<file path="config.mk">
export PLATFORM = sky130hd
export DESIGN_NAME = usb_control_request_responder_unit_flat
export DESIGN_NICKNAME = d
export VERILOG_FILES = /design/src/rtl/core/ucr_pkg.sv /design/src/rtl/core/ucr_in_if.sv /design/src/rtl/core/ucr_out_if.sv /design/src/rtl/core/usb_control_request_responder_unit.sv /design/src/flat_wrapper.sv
export SDC_FILE = /design/constraint.sdc
export NUM_CORES = 1
export LEC_CHECK = 0
export BUFFER_PORTS_ARGS = -buffer_cell sky130_fd_sc_hd__buf_4
export CORE_ASPECT_RATIO = 1.1
export CORE_MARGIN = 10
export CORE_UTILIZATION = 52
export DETAILED_ROUTE_END_ITERATION = 8
export HOLD_SLACK_MARGIN = 0.08
export PLACE_DENSITY = 0.72
export SETUP_SLACK_MARGIN = 0.5
export SKIP_CTS_REPAIR_TIMING = 1
export SYNTH_ARGS = -nofsm -noshare
export SYNTH_HDL_FRONTEND = slang
export SYNTH_SLANG_ARGS = --single-unit
</file>
<file path="constraint.sdc">
create_clock -name clk -period 8.14 [get_ports clk]
set_input_delay 0.407 -clock clk [delete_from_list [all_inputs] [get_ports clk]]
set_output_delay 0.407 -clock clk [all_outputs]
set_load 0.05 [all_outputs]
</file>
<file path="src/rtl/core/ucr_pkg.sv">
// ----------------------------------------------------------------------------
// ucr_pkg: shared types and constants of the control request responder
// Holds the beat layouts of both channels, the action and event codes, the
// standard request codes and the descriptor table.
// ----------------------------------------------------------------------------
package ucr_pkg;

  // Action code carried by every result beat.
  typedef enum logic [1:0] {
    ACT_NONE  = 2'd0,
    ACT_DATA  = 2'd1,
    ACT_ZLP   = 2'd2,
    ACT_STALL = 2'd3
  } act_t;

  // Event codes of an input beat.
  localparam logic [1:0] EVT_SETUP = 2'd0;
  localparam logic [1:0] EVT_ACK   = 2'd1;
  localparam logic [1:0] EVT_RESET = 2'd2;

  // Standard request codes.
  localparam logic [7:0] REQ_GET_STATUS     = 8'h00;
  localparam logic [7:0] REQ_CLEAR_FEATURE  = 8'h01;
  localparam logic [7:0] REQ_SET_FEATURE    = 8'h03;
  localparam logic [7:0] REQ_SET_ADDRESS    = 8'h05;
  localparam logic [7:0] REQ_GET_DESCRIPTOR = 8'h06;
  localparam logic [7:0] REQ_GET_CONFIG     = 8'h08;
  localparam logic [7:0] REQ_SET_CONFIG     = 8'h09;
  localparam logic [7:0] REQ_SET_INTERFACE  = 8'h0B;

  // Descriptor types.
  localparam logic [7:0] DT_DEVICE    = 8'h01;
  localparam logic [7:0] DT_CONFIG    = 8'h02;
  localparam logic [7:0] DT_STRING    = 8'h03;
  localparam logic [7:0] DT_QUALIFIER = 8'h06;

  // Descriptor table layout.
  localparam int unsigned ROM_SIZE = 71;
  localparam logic [6:0] OFS_DEVICE     = 7'd0;
  localparam logic [5:0] LEN_DEVICE     = 6'd18;
  localparam logic [6:0] OFS_CONFIG     = 7'd18;
  localparam logic [5:0] LEN_CONFIG     = 6'd32;
  localparam logic [6:0] OFS_LANG       = 7'd50;
  localparam logic [5:0] LEN_LANG       = 6'd4;
  localparam logic [6:0] OFS_STR1       = 7'd54;
  localparam logic [5:0] LEN_STR1       = 6'd7;
  localparam logic [6:0] OFS_STR2       = 7'd61;
  localparam logic [5:0] LEN_STR2       = 6'd6;
  localparam logic [6:0] OFS_STAT_DEV   = 7'd67;
  localparam logic [6:0] OFS_STAT_OTHER = 7'd69;
  localparam logic [5:0] LEN_STAT       = 6'd2;

  // Place of the max packet size byte in the device descriptor.
  localparam logic [7:0] MPS_BYTE_ADDR = 8'd7;

  // Descriptor table. The max packet size byte is patched at the read port.
  localparam logic [7:0] DESC_ROM [ROM_SIZE] = '{
    8'd18, 8'h01, 8'h00, 8'h20, 8'h02, 8'h00, 8'h00, 8'h08,
    8'h94, 8'h06, 8'h00, 8'hFF, 8'h00, 8'h00, 8'h01, 8'h02, 8'h00, 8'h01,
    8'h09, 8'h02, 8'h20, 8'h00, 8'h01, 8'h01, 8'h00, 8'hC0, 8'h00,
    8'h09, 8'h04, 8'h00, 8'h00, 8'h02, 8'hFF, 8'hFF, 8'hFF, 8'h00,
    8'h07, 8'h05, 8'h81, 8'h02, 8'h40, 8'h00, 8'h00,
    8'h07, 8'h05, 8'h02, 8'h02, 8'h40, 8'h00, 8'h00,
    8'h04, 8'h03, 8'h09, 8'h08,
    8'h07, 8'h03, 8'h4C, 8'h45, 8'h47, 8'h4F, 8'h00,
    8'h06, 8'h03, 8'h4E, 8'h58, 8'h54, 8'h00,
    8'h01, 8'h00, 8'h00, 8'h00
  };

  // One table byte; addresses past the end read as zero.
  function automatic logic [7:0] rom_byte(input logic [7:0] addr);
    logic [7:0] b;
    b = 8'h00;
    if (addr < 8'(ROM_SIZE)) begin
      b = DESC_ROM[addr[6:0]];
    end
    return b;
  endfunction

  // Input beat.
  typedef struct packed {
    logic [1:0]  req_type;
    logic [7:0]  request_type_bits;
    logic [7:0]  request_code;
    logic [15:0] value_word;
    logic [15:0] length_word;
  } ucr_in_t;

  // Result beat.
  typedef struct packed {
    act_t        action;
    logic [63:0] packet_data;
    logic [3:0]  packet_bytes;
    logic        direction_in;
    logic [6:0]  device_address;
    logic        address_enabled;
    logic        configured;
  } ucr_out_t;

endpackage

</file>
<file path="src/rtl/core/ucr_in_if.sv">
// ----------------------------------------------------------------------------
// ucr_in_if: event channel of the control request responder
// Valid/ready channel that carries one decoded endpoint event per beat.
// ----------------------------------------------------------------------------
interface ucr_in_if import ucr_pkg::*; ();
  logic    valid;
  logic    ready;
  ucr_in_t data;

  modport source (output valid, output data, input ready);
  modport sink   (input valid, input data, output ready);
endinterface

</file>
<file path="src/rtl/core/ucr_out_if.sv">
// ----------------------------------------------------------------------------
// ucr_out_if: result channel of the control request responder
// Valid/ready channel that carries one endpoint action per beat.
// ----------------------------------------------------------------------------
interface ucr_out_if import ucr_pkg::*; ();
  logic     valid;
  logic     ready;
  ucr_out_t data;

  modport source (output valid, output data, input ready);
  modport sink   (input valid, input data, output ready);
endinterface

</file>
<file path="src/rtl/core/usb_control_request_responder_unit.sv">
// ----------------------------------------------------------------------------
// usb_control_request_responder_unit: endpoint-0 standard request responder
// Turns setup, acknowledge and bus reset events into endpoint-0 actions.
// ----------------------------------------------------------------------------
// The block takes one event beat per clock while the result side is not
// stalled, and returns exactly one result beat per event through the
// decision stage register and the output register. The rate of one beat per
// cycle is set by the request state update, which decides the action and
// advances the reply pointer in the cycle an event is accepted; the decision
// stage then reads the packet bytes out of the descriptor table into the
// output register. Long replies are continued one packet per acknowledge
// event, and a new address takes effect on the acknowledge after SET_ADDRESS.
module usb_control_request_responder_unit import ucr_pkg::*; #(
  parameter int unsigned EP0_PACKET_BYTES = 8
) (
  input  logic      clk,
  input  logic      rst_n,
  ucr_in_if.sink    in_bus,
  ucr_out_if.source out_bus
);

  localparam logic [6:0] PKT_BYTES = 7'(EP0_PACKET_BYTES);

  // Reply lengths that end on a packet boundary, one bit per length.
  function automatic logic [63:0] boundary_mask();
    logic [63:0] m;
    m = '0;
    for (int k = 0; k < 64; k++) begin
      m[k] = ((k % EP0_PACKET_BYTES) == 0);
    end
    return m;
  endfunction

  localparam logic [63:0] LEN_ON_BOUNDARY = boundary_mask();

  // Request state.
  logic [7:0] cfg_r, cfg_nxt;
  logic [6:0] pos_r, pos_nxt;
  logic [6:0] rem_r, rem_nxt;
  logic       zlp_r, zlp_nxt;
  logic       apend_r, apend_nxt;
  logic [6:0] paddr_r, paddr_nxt;
  logic [6:0] addr_r, addr_nxt;
  logic       addr_on_r, addr_on_nxt;

  // Decision stage toward the table read.
  logic       s1_v_r;
  act_t       s1_act_r, s1_act_nxt;
  logic [6:0] s1_pos_r, s1_pos_nxt;
  logic [3:0] s1_n_r, s1_n_nxt;
  logic       s1_getcfg_r, s1_getcfg_nxt;
  logic [7:0] s1_cfgval_r;
  logic       s1_dir_r, s1_dir_nxt;
  logic [6:0] s1_addr_r;
  logic       s1_addr_on_r;
  logic       s1_configured_r;

  // Output register.
  logic     out_v_r;
  ucr_out_t out_r, out_nxt;

  logic in_fire, out_adv, s1_move;

  // Beat flow between the two stages.
  assign out_adv      = !out_v_r || out_bus.ready;
  assign s1_move      = s1_v_r && out_adv;
  assign in_bus.ready = !s1_v_r || out_adv;
  assign in_fire      = in_bus.valid && in_bus.ready;

  // Event decode and state update.
  always_comb begin
    logic       start;
    logic       do_emit;
    logic [6:0] ofs;
    logic [5:0] len;
    logic [5:0] lenc;
    logic [6:0] pos_base;
    logic [6:0] rem_base;
    logic [3:0] n;
    ucr_in_t    ev;

    ev            = in_bus.data;
    start         = 1'b0;
    do_emit       = 1'b0;
    ofs           = '0;
    len           = '0;
    lenc          = '0;
    pos_base      = pos_r;
    rem_base      = rem_r;
    n             = '0;
    cfg_nxt       = cfg_r;
    pos_nxt       = pos_r;
    rem_nxt       = rem_r;
    zlp_nxt       = zlp_r;
    apend_nxt     = apend_r;
    paddr_nxt     = paddr_r;
    addr_nxt      = addr_r;
    addr_on_nxt   = addr_on_r;
    s1_act_nxt    = ACT_NONE;
    s1_pos_nxt    = '0;
    s1_n_nxt      = '0;
    s1_getcfg_nxt = 1'b0;
    s1_dir_nxt    = 1'b0;

    case (ev.req_type)
      EVT_SETUP: begin
        s1_dir_nxt = ev.request_type_bits[7];
        pos_nxt    = '0;
        rem_nxt    = '0;
        zlp_nxt    = 1'b0;
        apend_nxt  = 1'b0;
        paddr_nxt  = '0;
        case (ev.request_code)
          REQ_GET_STATUS: begin
            start = 1'b1;
            len   = LEN_STAT;
            ofs   = (ev.request_type_bits[3:0] == 4'd0) ? OFS_STAT_DEV : OFS_STAT_OTHER;
          end
          REQ_CLEAR_FEATURE, REQ_SET_FEATURE, REQ_SET_INTERFACE: begin
            s1_act_nxt = ACT_ZLP;
          end
          REQ_SET_ADDRESS: begin
            apend_nxt  = 1'b1;
            paddr_nxt  = ev.value_word[6:0];
            s1_act_nxt = ACT_ZLP;
          end
          REQ_GET_DESCRIPTOR: begin
            s1_act_nxt = ACT_STALL;
            if (ev.value_word[15:8] == DT_DEVICE) begin
              start = 1'b1;
              ofs   = OFS_DEVICE;
              len   = LEN_DEVICE;
            end else if (ev.value_word[15:8] == DT_CONFIG) begin
              start = 1'b1;
              ofs   = OFS_CONFIG;
              len   = LEN_CONFIG;
            end else if (ev.value_word[15:8] == DT_STRING) begin
              if (ev.value_word[7:0] == 8'd0) begin
                start = 1'b1;
                ofs   = OFS_LANG;
                len   = LEN_LANG;
              end else if (ev.value_word[7:0] == 8'd1) begin
                start = 1'b1;
                ofs   = OFS_STR1;
                len   = LEN_STR1;
              end else if (ev.value_word[7:0] == 8'd2) begin
                start = 1'b1;
                ofs   = OFS_STR2;
                len   = LEN_STR2;
              end
            end else if (ev.value_word[15:8] == DT_QUALIFIER) begin
              s1_act_nxt = ACT_ZLP;
            end
          end
          REQ_GET_CONFIG: begin
            if (ev.length_word == 16'd0) begin
              s1_act_nxt = ACT_ZLP;
            end else begin
              s1_act_nxt    = ACT_DATA;
              s1_getcfg_nxt = 1'b1;
              s1_n_nxt      = 4'd1;
            end
          end
          REQ_SET_CONFIG: begin
            cfg_nxt    = ev.value_word[7:0];
            s1_act_nxt = ACT_ZLP;
          end
          default: begin
            s1_act_nxt = ACT_STALL;
          end
        endcase

        // Reply start: cut to the host's length, then send the first packet.
        if (start) begin
          lenc = (ev.length_word < 16'(len)) ? ev.length_word[5:0] : len;
          if (lenc == 6'd0) begin
            s1_act_nxt = ACT_ZLP;
          end else begin
            pos_base = ofs;
            rem_base = 7'(lenc);
            zlp_nxt  = (16'(lenc) < ev.length_word) && LEN_ON_BOUNDARY[lenc];
            do_emit  = 1'b1;
          end
        end
      end
      EVT_ACK: begin
        if (rem_r != 7'd0) begin
          do_emit = 1'b1;
        end else if (zlp_r) begin
          zlp_nxt    = 1'b0;
          s1_act_nxt = ACT_ZLP;
        end else if (apend_r) begin
          addr_nxt    = paddr_r;
          addr_on_nxt = (paddr_r != 7'd0);
          apend_nxt   = 1'b0;
          paddr_nxt   = '0;
        end
      end
      EVT_RESET: begin
        cfg_nxt     = '0;
        pos_nxt     = '0;
        rem_nxt     = '0;
        zlp_nxt     = 1'b0;
        apend_nxt   = 1'b0;
        paddr_nxt   = '0;
        addr_nxt    = '0;
        addr_on_nxt = 1'b0;
      end
      default: begin
      end
    endcase

    // Next packet of the reply: advance the table pointer.
    if (do_emit) begin
      n          = (rem_base < PKT_BYTES) ? rem_base[3:0] : PKT_BYTES[3:0];
      pos_nxt    = pos_base + 7'(n);
      rem_nxt    = rem_base - 7'(n);
      s1_act_nxt = ACT_DATA;
      s1_pos_nxt = pos_base;
      s1_n_nxt   = n;
    end
  end

  // Request state registers.
  always_ff @(posedge clk) begin
    if (!rst_n) begin
      cfg_r     <= '0;
      pos_r     <= '0;
      rem_r     <= '0;
      zlp_r     <= 1'b0;
      apend_r   <= 1'b0;
      paddr_r   <= '0;
      addr_r    <= '0;
      addr_on_r <= 1'b0;
    end else if (in_fire) begin
      cfg_r     <= cfg_nxt;
      pos_r     <= pos_nxt;
      rem_r     <= rem_nxt;
      zlp_r     <= zlp_nxt;
      apend_r   <= apend_nxt;
      paddr_r   <= paddr_nxt;
      addr_r    <= addr_nxt;
      addr_on_r <= addr_on_nxt;
    end
  end

  // Decision stage: valid flag.
  always_ff @(posedge clk) begin
    if (!rst_n) begin
      s1_v_r <= 1'b0;
    end else if (in_fire) begin
      s1_v_r <= 1'b1;
    end else if (s1_move) begin
      s1_v_r <= 1'b0;
    end
  end

  // Decision stage: payload.
  always_ff @(posedge clk) begin
    if (in_fire) begin
      s1_act_r        <= s1_act_nxt;
      s1_pos_r        <= s1_pos_nxt;
      s1_n_r          <= s1_n_nxt;
      s1_getcfg_r     <= s1_getcfg_nxt;
      s1_cfgval_r     <= cfg_r;
      s1_dir_r        <= s1_dir_nxt;
      s1_addr_r       <= addr_nxt;
      s1_addr_on_r    <= addr_on_nxt;
      s1_configured_r <= (cfg_nxt != 8'd0);
    end
  end

  // Table read: gather up to eight bytes starting at the reply pointer.
  always_comb begin
    logic [63:0] window;
    logic [7:0]  a;
    logic [7:0]  b;
    window = '0;
    for (int i = 0; i < 8; i++) begin
      a = 8'(s1_pos_r) + 8'(i);
      b = (a == MPS_BYTE_ADDR) ? 8'(EP0_PACKET_BYTES) : rom_byte(a);
      if (4'(i) < s1_n_r) begin
        window[8*i +: 8] = b;
      end
    end
    out_nxt.action          = s1_act_r;
    out_nxt.packet_data     = s1_getcfg_r ? {56'd0, s1_cfgval_r} : window;
    out_nxt.packet_bytes    = s1_n_r;
    out_nxt.direction_in    = s1_dir_r;
    out_nxt.device_address  = s1_addr_r;
    out_nxt.address_enabled = s1_addr_on_r;
    out_nxt.configured      = s1_configured_r;
  end

  // Output register: valid flag.
  always_ff @(posedge clk) begin
    if (!rst_n) begin
      out_v_r <= 1'b0;
    end else if (out_adv) begin
      out_v_r <= s1_v_r;
    end
  end

  // Output register: payload.
  always_ff @(posedge clk) begin
    if (s1_move) begin
      out_r <= out_nxt;
    end
  end

  assign out_bus.valid = out_v_r;
  assign out_bus.data  = out_r;

  // Only a data beat carries bytes.
  a_bytes_only_data: assert property (@(posedge clk) disable iff (!rst_n)
    out_v_r && (out_r.action != ACT_DATA) |-> (out_r.packet_bytes == 4'd0))
    else $error("non-data beat carries packet bytes");

  // A data beat never exceeds the packet size.
  a_bytes_bound: assert property (@(posedge clk) disable iff (!rst_n)
    out_v_r |-> (32'(out_r.packet_bytes) <= EP0_PACKET_BYTES))
    else $error("packet longer than the endpoint packet size");

  // The address is enabled only with a nonzero address in effect.
  a_addr_enable: assert property (@(posedge clk) disable iff (!rst_n)
    addr_on_r |-> (addr_r != 7'd0))
    else $error("address enabled with address zero");

  // A bus reset clears the reply, the address and the configuration.
  a_bus_reset: assert property (@(posedge clk) disable iff (!rst_n)
    in_fire && (in_bus.data.req_type == EVT_RESET) |=>
      (rem_r == 7'd0) && !zlp_r && !addr_on_r && (cfg_r == 8'd0))
    else $error("bus reset left state behind");

  // An empty decision stage always takes the next event.
  a_ready_when_empty: assert property (@(posedge clk) disable iff (!rst_n)
    !s1_v_r |-> in_bus.ready)
    else $error("input stalled with an empty pipeline");

endmodule

</file>
<file path="src/flat_wrapper.sv">
// flat-port wrapper written by rule: the top's interface ports become plain ports
module usb_control_request_responder_unit_flat import ucr_pkg::*;
#(
  parameter int unsigned EP0_PACKET_BYTES = 8
)
  (clk, rst_n, in_bus_valid, in_bus_data, in_bus_ready, out_bus_valid, out_bus_data, out_bus_ready);
  ucr_in_if in_bus_i ();
  ucr_out_if out_bus_i ();
  input  logic clk;
  input  logic rst_n;
  input wire logic [$bits(in_bus_i.valid)-1:0] in_bus_valid;
  input wire logic [$bits(in_bus_i.data)-1:0] in_bus_data;
  output wire logic [$bits(in_bus_i.ready)-1:0] in_bus_ready;
  output wire logic [$bits(out_bus_i.valid)-1:0] out_bus_valid;
  output wire logic [$bits(out_bus_i.data)-1:0] out_bus_data;
  input wire logic [$bits(out_bus_i.ready)-1:0] out_bus_ready;
  assign in_bus_i.valid = in_bus_valid;
  assign in_bus_i.data = in_bus_data;
  assign in_bus_ready = in_bus_i.ready;
  assign out_bus_valid = out_bus_i.valid;
  assign out_bus_data = out_bus_i.data;
  assign out_bus_i.ready = out_bus_ready;
  usb_control_request_responder_unit #(.EP0_PACKET_BYTES(EP0_PACKET_BYTES)) u_core (.clk(clk), .rst_n(rst_n), .in_bus(in_bus_i), .out_bus(out_bus_i));
endmodule
</file>
* Yosys cells after proc, flatten, opt, wreduce, memory -nomap -nowiden *
Memories as Yosys holds them, arrays and structs flattened.
Index checks and enable logic that the tools add are counted.

operators by class
  $add $sub $neg = 9
  order comparisons = 28
  eq/ne operators = 26
  multiplexer cells = 115
  bitwise gates (word level) = 22
  reductions and logical operators = 40

operators by type and width
  operator                                                                       count
  8-bit two-way mux                                                              35
  7-bit two-way mux                                                              21
  8-bit by 3-bit equality test with 1-bit output (second input constant)         10
  8-bit greater-or-equal comparator (second input constant)                      8
  7-bit NOT with 8-bit output                                                    8
  8-bit by 7-bit less-than comparator with 1-bit output (second input constant)  7
  6-bit two-way mux                                                              8
  7-bit by 3-bit adder with 8-bit output (second input constant)                 4
  8-bit by 2-bit equality test with 1-bit output (second input constant)         4
  7-bit one-hot mux with 2 select lines                                          2
  4-bit OR reduction                                                             7
  1-bit two-way mux                                                              25
  8-bit by 1-bit equality test with 1-bit output (second input constant)         3
  8-bit by 4-bit equality test with 1-bit output (second input constant)         3
  7-bit one-hot mux with 3 select lines                                          1
  7-bit by 2-bit adder with 8-bit output (second input constant)                 2
  16-bit zero test                                                               1
  8-bit zero test                                                                2
  16-bit by 6-bit less-than comparator with 1-bit output                         1
  3-bit by 4-bit less-than comparator with 1-bit output (first input constant)   4
  6-bit by 16-bit less-than comparator with 1-bit output                         1
  2-bit two-way mux                                                              8
  4-bit two-way mux                                                              4
  8-bit one-hot mux with 2 select lines                                          1
  other kinds (36)                                                               70

storage, ports and cells
  register bits = 153
  bits in read-only memories = 8,256
  logic and storage cells = 289
  memories = 9

memory list
  memory           depth  bits a word  rd ports  clocked after Yosys merged registers in  wr ports  RTL line       source
  (no name shown)  128    8            1         0                                        0         ucr_pkg.sv:75  b = DESC_ROM[addr[6:0]];
  (no name shown)  128    8            1         0                                        0         ucr_pkg.sv:75
  (no name shown)  128    8            1         0                                        0         ucr_pkg.sv:75
  (no name shown)  128    8            1         0                                        0         ucr_pkg.sv:75
  (no name shown)  128    8            1         0                                        0         ucr_pkg.sv:75
  (no name shown)  128    8            1         0                                        0         ucr_pkg.sv:75
  +3 memories      -      -            -         -                                        -         -

* Logic depth before layout (Yosys ltp) *
  depth in word-level cells = 19
  gate-level depth with buffers = 25

* Worst setup path after synthesis *
No wires, ideal clock.

  path type = flip-flop to flip-flop
  start = register u_core.out_v_r (netlist: u_core.out_bus.valid)
  end = register u_core.out_r (netlist bit u_core.out_bus.data[0]), enable pin
  library setup time = 529 ps
  arrival = 4,267 ps
  slack = 3,344 ps
  stages on the path, launching flop included = 3
  period minus slack after synthesis = 4,796 ps
  cell sequence = dfxtp_1 > nor2b_1 > nor2b_1

between the ends
  longest elaborated chain between the ends = 3

ends and longest elaborated chain
  what                      RTL line                                   source
  start: declaration        usb_control_request_responder_unit.sv:59   logic out_v_r;
  start signal: assignment  usb_control_request_responder_unit.sv:300  out_v_r <= s1_v_r;
  1-bit zero test           usb_control_request_responder_unit.sv:65   assign out_adv = !out_v_r || out_bus.ready;
  1-bit logical OR          usb_control_request_responder_unit.sv:65
  1-bit logical AND         usb_control_request_responder_unit.sv:66   assign s1_move = s1_v_r && out_adv;
  via u_core.s1_move        usb_control_request_responder_unit.sv:62   logic in_fire, out_adv, s1_move;
  end signal: assignment    usb_control_request_responder_unit.sv:307  out_r <= out_nxt;
  end: declaration          usb_control_request_responder_unit.sv:60   ucr_out_t out_r, out_nxt;

The timed path passes the listed nets, and every way through them passes these cells.
A chain may end at the register's enable or synchronous reset.

* Worst setup path in the final report *
  start = input in_bus_data[31]
  end = register u_core.pos_r[6]

between the ends
  longest elaborated chain between the ends = 16
  elaborated cells between the ends (all ways) = 35
  those cells by class = add/sub (1); order compare (2); eq/ne (3); mux (26); reduce/logical (3)

ends and longest elaborated chain
  what                                                    RTL line                                   source
  start: declaration                                      flat_wrapper.sv:12                         input wire logic [$bits(in_bus_i.data)-1:0] in_bus_data;
  8-bit by 2-bit equality test with 1-bit output          usb_control_request_responder_unit.sv:137  end else if (ev.value_word[15:8] == DT_STRING) begin
  6-bit two-way mux                                       usb_control_request_responder_unit.sv:137
  6-bit two-way mux                                       usb_control_request_responder_unit.sv:133  end else if (ev.value_word[15:8] == DT_CONFIG) begin
  6-bit two-way mux                                       usb_control_request_responder_unit.sv:129  if (ev.value_word[15:8] == DT_DEVICE) begin
  6-bit one-hot mux with 2 select lines                   usb_control_request_responder_unit.sv:113  case (ev.request_code)
  6-bit two-way mux                                       usb_control_request_responder_unit.sv:105  case (ev.req_type)
  16-bit by 6-bit less-than comparator with 1-bit output  usb_control_request_responder_unit.sv:175  lenc = (ev.length_word < 16'(len)) ? ev.length_word[5:0] : len;
  6-bit two-way mux                                       usb_control_request_responder_unit.sv:175
  6-bit zero test                                         usb_control_request_responder_unit.sv:176  if (lenc == 6'd0) begin
  7-bit two-way mux                                       usb_control_request_responder_unit.sv:176
  7-bit two-way mux                                       usb_control_request_responder_unit.sv:174  if (start) begin
  7-bit two-way mux                                       usb_control_request_responder_unit.sv:105
  7-bit by 4-bit less-than comparator with 1-bit output   usb_control_request_responder_unit.sv:215  n = (rem_base < PKT_BYTES) ? rem_base[3:0] : PKT_BYTES[3:0];
  4-bit two-way mux                                       usb_control_request_responder_unit.sv:215
  7-bit by 4-bit adder with 7-bit output                  usb_control_request_responder_unit.sv:216  pos_nxt = pos_base + 7'(n);
  7-bit two-way mux                                       usb_control_request_responder_unit.sv:214  if (do_emit) begin
  end signal: assignment                                  usb_control_request_responder_unit.sv:237  pos_r <= pos_nxt;
  end: declaration                                        usb_control_request_responder_unit.sv:38   logic [6:0] pos_r, pos_nxt;

Parallel ways exist; a longest one is shown, timed or not. The select of a mux whose other input is x is not followed.

==> run summary <==
Entering global routing, the biggest net connects 77 pins. In this run the register-to-register setup slack is 4050 ps. Relative max-transition margin: 0.184. The number of different library cells used by synthesis comes to 87. The critical path depth is 24. The tools report the internal power as 0.00144 W.

The multi-input combinational cells in the finished layout cover a total of 0.00754 mm². The worst setup path is captured at a register. Yosys printed 0 warnings.

The largest total area in the synthesized netlist belongs to sky130_fd_sc_hd__edfxtp_1. After detailed routing, the average wire length per cell comes to 19.1 µm. The delay contributed by the slowest stage of the critical path is 420 ps. The final hold violation count was 0. For this run, design rule violations remaining after detail routing come to 0. The launch point of the worst reg-to-reg path was u_core.s1_pos_r[2]$_SDFFCE_PN0P_. The final setup violation count was 0; the final global-route overflow total was 0. The worst endpoint required time was 8520 ps.

Clock power share: 0.376. In the synthesized netlist, the cells that appear most often are 191 x sky130_fd_sc_hd__nand2_1, 175 x sky130_fd_sc_hd__nor2_1, 147 x sky130_fd_sc_hd__a21oi_1. TritonCTS built the clock tree. Counting the buffers created by CTS gives 17. Cell with the largest stage delay on the worst path: sky130_fd_sc_hd__fa_1. Peak fanout along the critical path: 31.

The post-route standard cell area excluding fillers was 0.0140 mm². The first global-routing pass estimated 58,400 µm of wire. The area fraction of the dominant cell type after synthesis was 0.274; the ratio of cells with drive above 1 in the final layout was 0.144.

The run gives 1,527 as the synthesized netlist cell count. In the final timing run, aggregate negative setup slack is 0 ps. Summed over all layers, the routed wires come to 36,300 µm. For the initial antenna violation count, the log shows 0. The clock sink count was 153; the combinational share of power was 0.221. Synthesis produced a netlist with a net count of 1,636.

In this run the tool buffered the top-level ports with 132 buffer cells. In this run the critical register-to-register path is captured at u_core.out_bus.data[67]$_SDFFCE_PP0P_. Signal routing reaches up to met4.

In this run the core area contains 58 standard-cell rows. Most repeated cell in the gate-level netlist after synthesis: sky130_fd_sc_hd__nand2_1. The final worst-path cycle share works out to 0.603. The tools report the number of global-route vias before repair as 11,300.

Across the routed clock network, the largest skew measured is 9.90 ps. The initial cell density of the core is 0.531. The detailed router put a total of 14,100 µm of wire on met1. Setup repair after global routing left no endpoint under its margin. Transition time at the pin with the least slew margin: 1220 ps. The logs give 2,056 for the number of fillers in the final layout and 0 for the number of maximum-capacitance constraint violations. The fraction of synthesis flops using an asynchronous set or reset pin was 0; the count of state elements after synthesis was 153.

Sorting the synthesized cells by area gives the leading types as sky130_fd_sc_hd__edfxtp_1 27%, sky130_fd_sc_hd__dfxtp_1 6.7%, sky130_fd_sc_hd__a21oi_1 6.0%. In the detailed route, the total length drawn on met3 is 3310 µm. The worst setup path is launched from an input port. Timing would allow up to 0.204 GHz. The routability congestion estimate from global placement was 0.917; the number of enable flip-flop cells after synthesis was 112.

The routed design could run at a clock period as short as 4910 ps. The logs give 0.403 for the sequential group share of total power and 0.0231 mm² for the core box area. In this run the power spent charging and discharging nets is 0.000727 W.

The routed design uses 17,800 µm of met2 wire. The root buffer cell is sky130_fd_sc_hd__clkbuf_16. No sink is reached through more buffers than the 2 on the longest clock path. The via count normalized by instance count was 6.32; the synthesized cell area was 0.0123 mm². Across all layers, the routed design uses 12,000 vias. The tools report the sequential fraction of the synthesis area as 0.341. The kind of path behind the tightest hold check was in2reg.

After legalization and detailed placement, the total HPWL measured 25,000 µm. In the final layout, flip-flops and latches occupy 0.00418 mm². For the diode insertion count for antenna repair, the log shows 0. The worst register-to-register path has a depth of 12.

The worst-case IR drop observed on VDD is 0.149 mV. Pin placement for this block handled 136 I/O pins. The critical path is of the in2reg type. The critical path buffer and inverter count works out to 2. The run finished with clean final reports.

Walking the worst path, the cells encountered are buf_4, nor3_1, nand2_1, nor4_1, nand2_1, ha_1, a21oi_1, nand4_1, nor3_2, a21oi_1, o311ai_2, buf_4, o21a_1, or3_4, nor2_1, ha_1, fa_1, a21o_1, a21oi_1, o21ai_0, nor3_1, o21ai_0, o21ai_0, and2_1. After the first detailed-routing iteration, the DRC count stood at 1,222. Compared with the post-synthesis result, the final layout area differs by 14.2%.

The register clock-pin slew on the reported worst setup and hold paths was 80 ps; the placed standard-cell area was 0.0134 mm². The endpoint of the worst hold-timing path was u_core.s1_v_r$_SDFFE_PN0P_. The die span in y was 181 µm; the number of detailed-routing iterations run before antenna repair was 5.

The tools report the remaining number of nets flagged by the antenna check after routing as 0. The later pin in the worst-skew pair is clocked with a latency of 430 ps. After the last flow step, the layout net total stands at 1,699. The most used flip-flop cell after synthesis is sky130_fd_sc_hd__edfxtp_1.

The die area was 0.0301 mm²; the number of stages on the worst hold path was 3. The final-report max-slew violation count is 0. The startpoint identified for the worst hold timing path is in_bus_valid. The switching share of power was 0.336; the total routing usage reported by global routing was 0.230. Measured along the x axis, the die boundary spans 166 µm. The deepest level of the CTS H-tree was 4.

In this run the static leakage power is 5.25 nW. Average instance area after synthesis: 8.03 µm². The tools report the data arrival at the endpoint of the critical path as 5290 ps. The cell family contributing the most delay on the critical path is simple AND/OR/NAND/NOR gates. Dividing total power by cell area gives a power density of 155 mW/mm².
==> kinds of logic (layout without fill, tap and decap cells) <==
family                     count (synthesis)  count (layout)  synth area share
other                                      1               1          0.000306
adders and majority gates                 55              55            0.0567
xor gates and xnor gates                  58              58            0.0414
buffers and inverters                    142             218            0.0448
DFF                                      153             153             0.341
AOI/OAI and AO/OA                        467             467             0.241
and+or+nand+nor                          616             616             0.238
muxes                                     35              35            0.0368
==> per-layer routing <==
metal / vias up / GRT usage
met5: - / 0
met4: 0 / 0.0854
met3: 93 / 0.0514
met2: 615 / 0.400
met1: 5595 / 0.270
li1: 5727 / -
==> layout make-up <==
| type | instances | area share |
|---|---|---|
| Inverter | 27 | 0.00724 |
| Clock buffer | 17 | 0.0304 |
| Timing Repair Buffer | 159 | 0.0852 |
| Tap cell | 300 | 0.0268 |
| Sequential cell | 153 | 0.299 |
| Clock inverter | 15 | 0.0132 |
| Multi-Input combinational cell | 1232 | 0.538 |
==> per-stage QoR <==
step | util | total power (W) | hold slack, ps | setup slack (ps) | cells
finish | 0.607 | 0.00217 | 216 | 3230 | 1903
global route | 0.607 | 0.00225 | 244 | 2710 | 1903
CTS | 0.607 | 0.00218 | 201 | 3290 | 1903
detailed placement | 0.580 | 0.00136 | 405 | 2860 | 1871
global placement | 0.580 | 0.00136 | 404 | 3000 | 1871
floorplan | - | 0.00123 | 400 | 3340 | 1527
==> power groups by stage <==
stage	clock network [W]	registers [W]	logic [W]
floorplan	0	0.000954	0.000272
global placement	0	0.000891	0.000464
detailed placement	0	0.000891	0.000469
CTS	0.000830	0.000874	0.000471
global route	0.000861	0.000877	0.000517
finish	0.000815	0.000874	0.000478
==> state kept, by name (all words and copies together), names as in the netlist <==
register and count:
u_core.out_bus.data 80, u_core.cfg_r 8, u_core.s1_cfgval_r 8, u_core.addr_r 7
u_core.paddr_r 7, u_core.pos_r 7, u_core.rem_r 7, u_core.s1_addr_r 7
u_core.s1_pos_r 7, u_core.s1_n_r 4, u_core.s1_act_r 2, u_core.addr_on_r 1
u_core.apend_r 1, u_core.out_bus.valid 1, u_core.s1_addr_on_r 1, u_core.s1_configured_r 1
u_core.s1_dir_r 1, u_core.s1_getcfg_r 1, u_core.s1_v_r 1, u_core.zlp_r 1
==> worst max path at each step <==
stage                     slack, ps                               from                               end
after floorplan                3340  u_core.out_bus.valid$_SDFFE_PN0P_  u_core.out_bus.data[0]$_DFFE_PP_
after global placement         3000                    in_bus_data[31]      u_core.pos_r[6]$_SDFFE_PN0P_
after detailed placement       2860                    in_bus_data[31]      u_core.pos_r[6]$_SDFFE_PN0P_
after CTS                      3290                    in_bus_data[31]      u_core.pos_r[6]$_SDFFE_PN0P_
after global routing           2710                    in_bus_data[31]      u_core.pos_r[6]$_SDFFE_PN0P_
final                          3230                    in_bus_data[31]      u_core.pos_r[6]$_SDFFE_PN0P_
==> tightest hold or removal path, delay by kind of cell <==
family	cells	cell delay [ps]
AOI/OAI and AO/OA	1	30
buffers and inverters	1	80
and+or+nand+nor	1	90
==> cells in the final DEF (no fill, tap or decap), drive strengths merged, types with 12 or more instances in the layout <==
master / n
nand2: 192
nor2: 175
buf: 159
a21oi: 148
edfxtp: 112
o21ai: 99
nor3: 57
nand3: 55
ha: 54
dfxtp: 41
xnor2: 37
inv: 36
nor2b: 31
a31oi: 27
a21boi: 23
a211oi: 23
xor2: 21
a22oi: 21
and2: 20
nand2b: 18
mux2i: 17
clkbuf: 17
nor4: 15
o31ai: 14
o22ai: 13
o211ai: 13
a311oi: 12
No activity file was read; power rests on OpenSTA's default activity.
